===== config.mk =====
export PLATFORM = sky130hd
export DESIGN_NAME = reconnect_backoff_policy_unit
export DESIGN_NICKNAME = d
export VERILOG_FILES = /design/src/rbp_pkg.sv /design/src/rbp_policy.sv /design/src/reconnect_backoff_policy_unit.sv
export SDC_FILE = /design/constraint.sdc
export NUM_CORES = 1
export LEC_CHECK = 0
export ABC_CLOCK_PERIOD_IN_PS = 10100
export BUFFER_PORTS_ARGS = -buffer_cell sky130_fd_sc_hd__buf_2
export CORE_ASPECT_RATIO = 0.8
export CORE_MARGIN = 2
export CORE_UTILIZATION = 45
export DETAILED_ROUTE_END_ITERATION = 12
export PLACE_DENSITY = 0.63
export RECOVER_POWER = 50
export SLEW_MARGIN = 10
export SYNTH_ARGS = -nofsm -noshare
export SYNTH_HDL_FRONTEND = slang
export SYNTH_SLANG_ARGS = --single-unit
export TNS_END_PERCENT = 30

===== constraint.sdc =====
create_clock -name clk_i -period 10.1 [get_ports clk_i]
set_input_delay 2.02 -clock clk_i [delete_from_list [all_inputs] [get_ports clk_i]]
set_output_delay 2.02 -clock clk_i [all_outputs]
set_load 0.05 [all_outputs]

===== src/rbp_pkg.sv =====
// ----------------------------------------------------------------------------
// rbp_pkg: shared types and constants of the reconnect backoff policy unit
// command and phase codes, register map, state and result records
// ----------------------------------------------------------------------------
`default_nettype none

package rbp_pkg;

  localparam int unsigned APB_ADDR_W = 4;
  localparam int unsigned APB_DATA_W = 32;

  localparam logic [31:0] FIRST_INTERVAL_RST = 32'd1000;
  localparam logic [31:0] MAX_INTERVAL_RST   = 32'd60000;
  localparam logic [7:0]  AP_THRESHOLD_RST   = 8'd3;
  localparam logic [7:0]  FAILURES_SAT       = 8'd255;

  typedef enum logic [2:0] {
    CMD_SET_PROV  = 3'd0,
    CMD_ATTEMPT   = 3'd1,
    CMD_CONNECTED = 3'd2,
    CMD_FAILED    = 3'd3,
    CMD_QUERY     = 3'd4
  } rbp_cmd_e;

  typedef enum logic [1:0] {
    REG_FIRST_INTERVAL = 2'd0,
    REG_MAX_INTERVAL   = 2'd1,
    REG_AP_THRESHOLD   = 2'd2
  } rbp_reg_e;

  // phase kept one-hot inside, reported as a 2-bit code
  typedef enum logic [3:0] {
    PH_UNPROV     = 4'b0001,
    PH_BACKOFF    = 4'b0010,
    PH_CONNECTING = 4'b0100,
    PH_CONNECTED  = 4'b1000
  } rbp_phase_e;

  localparam logic [1:0] PH_CODE_UNPROV     = 2'd0;
  localparam logic [1:0] PH_CODE_BACKOFF    = 2'd1;
  localparam logic [1:0] PH_CODE_CONNECTING = 2'd2;
  localparam logic [1:0] PH_CODE_CONNECTED  = 2'd3;

  typedef struct packed {
    logic [31:0] first_interval_ms;
    logic [31:0] max_interval_ms;
    logic [7:0]  ap_failure_threshold;
  } rbp_cfg_t;

  typedef struct packed {
    logic        is_provisioned;
    rbp_phase_e  phase;
    logic [7:0]  failures;
    logic [31:0] interval_ms;
    logic [31:0] interval_start_ms;
  } rbp_state_t;

  typedef struct packed {
    logic [2:0]  cmd;
    logic        provisioned_flag;
    logic [31:0] now_ms;
    logic [7:0]  guest_count;
  } rbp_item_t;

  typedef struct packed {
    logic        may_attempt;
    logic [31:0] wait_left_ms;
    logic        open_ap;
    logic [1:0]  phase_now;
    logic [7:0]  failure_count;
  } rbp_result_t;

  function automatic logic [1:0] phase_code(rbp_phase_e ph);
    logic [1:0] code;
    case (ph)
      PH_UNPROV:     code = PH_CODE_UNPROV;
      PH_BACKOFF:    code = PH_CODE_BACKOFF;
      PH_CONNECTING: code = PH_CODE_CONNECTING;
      PH_CONNECTED:  code = PH_CODE_CONNECTED;
      default:       code = PH_CODE_UNPROV;
    endcase
    return code;
  endfunction

endpackage

`default_nettype wire


===== src/rbp_policy.sv =====
// ----------------------------------------------------------------------------
// rbp_policy: one-event state update and result computation
// applies an event to the policy state and derives the beat reported for it
// ----------------------------------------------------------------------------
`default_nettype none

module rbp_policy import rbp_pkg::*; (
  input  wire rbp_cfg_t   cfg_i,
  input  wire rbp_state_t state_i,
  input  wire rbp_item_t  item_i,
  output rbp_state_t  state_o,
  output rbp_result_t result_o
);

  rbp_state_t  nxt;
  logic [32:0] dbl;
  logic [31:0] first_eff;
  logic [31:0] waited;
  logic        reached;
  logic        busy;
  logic        guest_block;
  logic        go;

  assign dbl       = {state_i.interval_ms, 1'b0};
  assign first_eff = (cfg_i.first_interval_ms == '0) ? 32'd1 : cfg_i.first_interval_ms;

  always_comb begin
    nxt = state_i;
    case (rbp_cmd_e'(item_i.cmd))
      CMD_SET_PROV: begin
        nxt.is_provisioned = item_i.provisioned_flag;
        nxt.failures       = '0;
        nxt.interval_ms    = '0;
        if (!item_i.provisioned_flag) begin
          nxt.phase = PH_UNPROV;
        end else begin
          nxt.interval_start_ms = '0;
          if (state_i.phase != PH_CONNECTING && state_i.phase != PH_CONNECTED) begin
            nxt.phase = PH_BACKOFF;
          end
        end
      end
      CMD_ATTEMPT: begin
        if (state_i.is_provisioned) begin
          nxt.phase = PH_CONNECTING;
        end
      end
      CMD_CONNECTED: begin
        nxt.phase       = PH_CONNECTED;
        nxt.failures    = '0;
        nxt.interval_ms = '0;
      end
      CMD_FAILED: begin
        if (state_i.is_provisioned) begin
          if (state_i.failures != FAILURES_SAT) begin
            nxt.failures = state_i.failures + 8'd1;
          end
          if (state_i.interval_ms == '0) begin
            nxt.interval_ms = first_eff;
          end else if (state_i.interval_ms < cfg_i.max_interval_ms) begin
            // 33-bit double catches the wrap past 32 bits as well
            nxt.interval_ms = (dbl > {1'b0, cfg_i.max_interval_ms}) ?
                              cfg_i.max_interval_ms : dbl[31:0];
          end
          nxt.interval_start_ms = item_i.now_ms;
          nxt.phase             = PH_BACKOFF;
        end
      end
      default: begin
        // query only, unused codes too
      end
    endcase
  end

  assign waited      = item_i.now_ms - nxt.interval_start_ms;
  assign reached     = (waited >= nxt.interval_ms);
  assign busy        = (nxt.phase == PH_CONNECTING) || (nxt.phase == PH_CONNECTED);
  assign guest_block = (item_i.guest_count != '0) && (nxt.failures != '0);
  assign go          = nxt.is_provisioned && !busy && !guest_block && reached;

  always_comb begin
    result_o.may_attempt   = go;
    result_o.wait_left_ms  = (go || reached) ? '0 : (nxt.interval_ms - waited);
    if (!nxt.is_provisioned) begin
      result_o.open_ap = 1'b1;
    end else if (nxt.phase == PH_CONNECTED) begin
      result_o.open_ap = 1'b0;
    end else begin
      result_o.open_ap = (nxt.failures >= cfg_i.ap_failure_threshold);
    end
    result_o.phase_now     = phase_code(nxt.phase);
    result_o.failure_count = nxt.failures;
  end

  assign state_o = nxt;

endmodule

`default_nettype wire


===== src/reconnect_backoff_policy_unit.sv =====
// ----------------------------------------------------------------------------
// reconnect_backoff_policy_unit: capped exponential backoff retry policy
// event-driven reconnect policy with apb configuration and valid/ready beats
// ----------------------------------------------------------------------------
// One event beat in, one result beat out. Events are taken at one per clock
// cycle unless the input stalls; each event is held in an input register and
// its result in a result register, and the whole event, state update
// included, is resolved by the policy logic between those two registers, so
// back-to-back events see each other's state changes with no bubble. The
// input register keeps accepting while a finished result waits on the output
// side, and stalls only when both registers are full and the result is not
// being taken. Configuration lives behind a small apb port: first interval at
// 0x0, interval cap at 0x4, access point failure threshold at 0x8; writes take
// effect for events that arrive after them and should be made while no beat
// is in flight.
`default_nettype none

module reconnect_backoff_policy_unit import rbp_pkg::*; (
  input  wire logic                  clk_i,
  input  wire logic                  rst_ni,
  // apb configuration port
  input  wire logic                  psel,
  input  wire logic                  penable,
  input  wire logic                  pwrite,
  input  wire logic [APB_ADDR_W-1:0] paddr,
  input  wire logic [APB_DATA_W-1:0] pwdata,
  output logic      [APB_DATA_W-1:0] prdata,
  output logic                       pready,
  // event channel
  input  wire logic                  in_valid_i,
  output logic                       in_ready_o,
  input  wire logic [2:0]            cmd_i,
  input  wire logic                  provisioned_flag_i,
  input  wire logic [31:0]           now_ms_i,
  input  wire logic [7:0]            guest_count_i,
  // result channel
  output logic                       out_valid_o,
  input  wire logic                  out_ready_i,
  output logic                       may_attempt_o,
  output logic      [31:0]           wait_left_ms_o,
  output logic                       open_ap_o,
  output logic      [1:0]            phase_now_o,
  output logic      [7:0]            failure_count_o
);

  // configuration registers
  rbp_cfg_t    cfg_q;
  logic        cfg_wr;
  rbp_reg_e    reg_sel;

  // pipeline
  logic        in_vld_q;
  rbp_item_t   in_item_q;
  logic        out_vld_q;
  rbp_result_t res_q;
  logic        advance;

  // policy state
  rbp_state_t  state_q;
  rbp_state_t  state_d;
  rbp_result_t res_d;

  // ------------------------------------------------------------------------
  // apb register file
  // ------------------------------------------------------------------------
  assign pready  = 1'b1;
  assign cfg_wr  = psel && penable && pwrite && pready;
  assign reg_sel = rbp_reg_e'(paddr[APB_ADDR_W-1:2]);

  always_ff @(posedge clk_i or negedge rst_ni) begin
    if (!rst_ni) begin
      cfg_q.first_interval_ms    <= FIRST_INTERVAL_RST;
      cfg_q.max_interval_ms      <= MAX_INTERVAL_RST;
      cfg_q.ap_failure_threshold <= AP_THRESHOLD_RST;
    end else if (cfg_wr) begin
      case (reg_sel)
        REG_FIRST_INTERVAL: cfg_q.first_interval_ms    <= pwdata;
        REG_MAX_INTERVAL:   cfg_q.max_interval_ms      <= pwdata;
        REG_AP_THRESHOLD:   cfg_q.ap_failure_threshold <= pwdata[7:0];
        default: begin
          // address past the map, write dropped
        end
      endcase
    end
  end

  always_comb begin
    case (reg_sel)
      REG_FIRST_INTERVAL: prdata = cfg_q.first_interval_ms;
      REG_MAX_INTERVAL:   prdata = cfg_q.max_interval_ms;
      REG_AP_THRESHOLD:   prdata = {24'd0, cfg_q.ap_failure_threshold};
      default:            prdata = '0;
    endcase
  end

  // ------------------------------------------------------------------------
  // handshake: the input stage moves on whenever the result slot is free or
  // being drained this cycle
  // ------------------------------------------------------------------------
  assign advance    = in_vld_q && (!out_vld_q || out_ready_i);
  assign in_ready_o = !in_vld_q || advance;

  always_ff @(posedge clk_i or negedge rst_ni) begin
    if (!rst_ni) begin
      in_vld_q <= 1'b0;
    end else if (in_ready_o) begin
      in_vld_q <= in_valid_i;
    end
  end

  // payload holds no reset
  always_ff @(posedge clk_i) begin
    if (in_ready_o && in_valid_i) begin
      in_item_q.cmd              <= cmd_i;
      in_item_q.provisioned_flag <= provisioned_flag_i;
      in_item_q.now_ms           <= now_ms_i;
      in_item_q.guest_count      <= guest_count_i;
    end
  end

  // ------------------------------------------------------------------------
  // policy logic: state update and result for the registered event
  // ------------------------------------------------------------------------
  rbp_policy u_policy (
    .cfg_i    (cfg_q),
    .state_i  (state_q),
    .item_i   (in_item_q),
    .state_o  (state_d),
    .result_o (res_d)
  );

  always_ff @(posedge clk_i or negedge rst_ni) begin
    if (!rst_ni) begin
      state_q.is_provisioned    <= 1'b0;
      state_q.phase             <= PH_UNPROV;
      state_q.failures          <= '0;
      state_q.interval_ms       <= '0;
      state_q.interval_start_ms <= '0;
    end else if (advance) begin
      state_q <= state_d;
    end
  end

  // result register
  always_ff @(posedge clk_i or negedge rst_ni) begin
    if (!rst_ni) begin
      out_vld_q <= 1'b0;
    end else if (advance) begin
      out_vld_q <= 1'b1;
    end else if (out_ready_i) begin
      out_vld_q <= 1'b0;
    end
  end

  always_ff @(posedge clk_i) begin
    if (advance) begin
      res_q <= res_d;
    end
  end

  assign out_valid_o     = out_vld_q;
  assign may_attempt_o   = res_q.may_attempt;
  assign wait_left_ms_o  = res_q.wait_left_ms;
  assign open_ap_o       = res_q.open_ap;
  assign phase_now_o     = res_q.phase_now;
  assign failure_count_o = res_q.failure_count;

  // ------------------------------------------------------------------------
  // checks
  // ------------------------------------------------------------------------
`ifndef SYNTHESIS
  // a permitted attempt never comes with time still left to wait
  a_go_no_wait: assert property (@(posedge clk_i) disable iff (!rst_ni)
    out_vld_q && res_q.may_attempt |-> res_q.wait_left_ms == '0)
    else $error("may_attempt beat with nonzero wait");

  // no attempt is granted while connecting or connected
  a_go_phase: assert property (@(posedge clk_i) disable iff (!rst_ni)
    out_vld_q && res_q.may_attempt |->
      res_q.phase_now != PH_CODE_CONNECTING && res_q.phase_now != PH_CODE_CONNECTED)
    else $error("may_attempt beat in a busy phase");

  // an event in the input register moves on unless the result slot is stalled
  a_no_bubble: assert property (@(posedge clk_i) disable iff (!rst_ni)
    in_vld_q && !(out_vld_q && !out_ready_i) |=> out_vld_q)
    else $error("input beat did not reach the result register");
`endif

endmodule

`default_nettype wire


==> reports/results.txt <==
Ranking of synthesized cells by area: dfrtp_1, edfxtp_1, ha_1, o21ai_0, nand2_1
Total number of vias: 13,600
Post-DR wirelength/cell: 19.4 um
Worst path required time: 10,390 ps
Drc violations: 0
Critical R2R Launch: in_item_q[43]
WP data arrival: 8400 ps
Sink Count: 239
Final period utilization: 80.3%
WHS: 472 ps
Antenna-violating nets left: 0
Reg2reg path depth: 27
Die X: 216 um
R2R Path End: wait_left_ms_o[29]
Core footprint: 35,700 sq um
Total negative slack: 0 ps
Hold path startpoint: state_q[26]
Area added between synthesis and finish: 12.6%
Tmin final: 8110 ps
Synth Flop Type: dfrtp_1
Largest area contributor in the netlist: dfrtp_1
Total CTS buffers: 27
Synth cell types: 77
Starting Density: 45.3%
Vias in the first global route: 13,200
DR pass1 iterations: 5
Final wirelength: 45.3 mm
Asr flop ratio synth: 63.2%
Leakage: 0.00826 uW
Layout cell share with drive strength beyond 1: 14.8%
Die height: 174 um
Final Instance Area: 18,200 sq um
Final setup vio count: 0
Worst-case clock skew: 9.83 ps
Fin worst setup slack: 1990 ps
Power density cells: 302 nW/um^2
Synth top area share: 20.9%
WS Path Type: flop to flop
CTS hold repair buffers: 0
Clock latency on the worst-skew pair: 550 ps
Status: finished with violations
#FFs+latches synth: 239
CP endpoint kind: flop
Dpl ws: 2990 ps
Largest net degree at the start of global routing: 85
Critical path startpoint category: flop
Violated checks: max-capacitance violations, max-slew violations
Htree depth: 1
Max Cap Viol: 8
Syn Std Cell Area: 16,200 sq um
GRT Total Usage: 24.1%
Full die area: 37,500 sq um
Hold-critical path depth: 2
# IOs: 166
Final Max Tran Viols: 384
VDD IR-drop max: 517 uV
Clock buffer depth: 3
Initial antenna violation count: 0
Final RePlAce weighted congestion: 0.886
DP Area: 17,400 sq um
Fin. Hold Viols: 0
Antenna diode count: 0
Post-DP HPWL: 32.3 mm
RSZ-0062 raised after global routing: no
Syn avg cell area: 9.44 sq um
Post-synth EDFFs: 88
Post-CTS setup buffer count: 0
Vias per inst: 5.84
Reg2Reg Setup Slack: 1990 ps
Sequential-to-total area share from yosys stat: 39.8%
CTS tree: yes
Root buf cell: clkbuf_16
I/O Buffers: 162
# resized after CTS: 0
Post-Syn Instances: 1,713
Wire length of the first global-routing pass: 73.2 mm
Min-Delay Endpoint: state_q[26]
Worst-Margin Slew: 4810 ps
Max FO, Critical Path: 37
Total gr overflow: 0
Nets: 2,060
Slew HR: -221%
FMAX: 123 MHz
1st-iter DRT viols: 1,074
Worst hold path type: flop to flop
Mapped Nets: 1,936
Worst-path clk slew: 60 ps
# rows: 62
Synth Warn #: 0
-- power by group --
part,switching (uW),total [uW],internal [uW]
clock,405,982,577
sequential,232,1460,1230
combinational,1930,3060,1130
-- per-layer routing --
layer	track usage, %	share of wire, %
met5	0	0
met4	5.54	2.4
met3	2.93	5.0
met2	37.1	44
met1	36.2	49
-- placed cells by master (no fill, tap or decap), drive strengths merged, types with 16 or more instances in the layout --
| cell type | n |
|---|---|
| mux2i | 67 |
| xor2 | 25 |
| edfxtp | 88 |
| a21oi | 98 |
| nor4 | 24 |
| and2 | 32 |
| inv | 68 |
| dfrtp | 135 |
| nor3 | 19 |
| clkbuf | 73 |
| mux2 | 43 |
| o21ai | 188 |
| nor2 | 127 |
| nand2 | 180 |
| xnor2 | 28 |
| dfstp | 16 |
| buf | 148 |
| nand3 | 22 |
| ha | 134 |
| a21o | 65 |
| and3 | 39 |
| a221o | 34 |
| nand4 | 25 |
| a2bb2oi | 30 |
-- per-stage QoR --
stage	utilization (%)	cells	power [uW]
floorplan	-	1713	3730
global placement	48.7	2288	4430
detailed placement	48.7	2288	4490
CTS	51.2	2337	5500
global route	51.0	2337	5890
finish	51.0	2337	5500
-- critical path: stages (launching register included) --
cell and delay [ps]:
edfxtp_1 790, nor3_1 150, nand2_1 100, clkbuf_1 1180, nand3_1 130, o21ai_0 170, ha_1 240, inv_1 60
fa_1 420, a211oi_1 310, o21ai_0 190, a211oi_1 580, nand2b_1 190, a21boi_1 80, o21a_1 200, o31a_1 280
a311oi_1 350, ha_1 350, nand3_1 120, nor2_1 90, and4_1 220, nand4_1 140, o2111ai_1 180, a221o_1 340
a21o_1 190, o21ai_2 240, buf_4 410, nor3_1 110
-- synth_stat cells (7+ instances only) --
library cell / count
nand2_1: 180
o21ai_0: 155
dfrtp_1: 135
ha_1: 134
nor2_1: 127
a21oi_1: 97
edfxtp_1: 88
clkbuf_1: 68
inv_1: 67
mux2i_1: 67
a21o_1: 65
mux2_2: 42
and3_1: 39
a221o_1: 34
and2_1: 32
o21ai_1: 32
a2bb2oi_1: 30
xnor2_1: 28
nand4_1: 25
xor2_1: 25
nor4_1: 23
nand3_1: 22
nor3_1: 19
dfstp_2: 16
nand2b_1: 14
nor2b_1: 14
o21a_1: 12
a211oi_1: 9
buf_2: 7
-- cells by family after synthesis --
group           Yosys count  synth area share (%)
compound gates          505                  20.3
xor+xnor                 53                  2.87
fa+ha+maj               136                  10.6
buf+inv                 151                  3.83
flops                   239                  39.8
mux                     110                  7.17
other cells               1                0.0232
simple gates            518                  15.3
-- registers in the layout, summed over array words and instances (netlist names) --
name,cells
out_valid_o,1
phase_now_o,2
may_attempt_o,1
in_vld_q,1
cfg_q,72
wait_left_ms_o,32
failure_count_o,8
state_q,77
in_item_q,44
open_ap_o,1
-- area by class of cell --
| cell class | count | area, sq um |
|---|---|---|
| inverter | 67 | 251 |
| sequential | 239 | 6440 |
| multi-input combinational | 1323 | 9140 |
| tap | 480 | 601 |
| clock buffer | 42 | 813 |
| clock inverter | 7 | 67.6 |
| fill | 3396 | 17500 |
| timing repair buffer | 179 | 888 |
-- worst max path at each step --
stage                  start                  to  slack (ps)  cells past startpoint
2_1_floorplan       paddr[3]           prdata[0]        4160                      4
3_3_place_gp   in_item_q[43]  wait_left_ms_o[29]        3080                     26
3_5_place_dp   in_item_q[43]  wait_left_ms_o[29]        2990                     26
4_1_cts        in_item_q[43]  wait_left_ms_o[29]        2910                     26
5_1_grt        in_item_q[43]  wait_left_ms_o[29]        1120                     28
6_report       in_item_q[43]  wait_left_ms_o[29]        1990                     27
No activity file was read; power rests on OpenSTA's default activity.
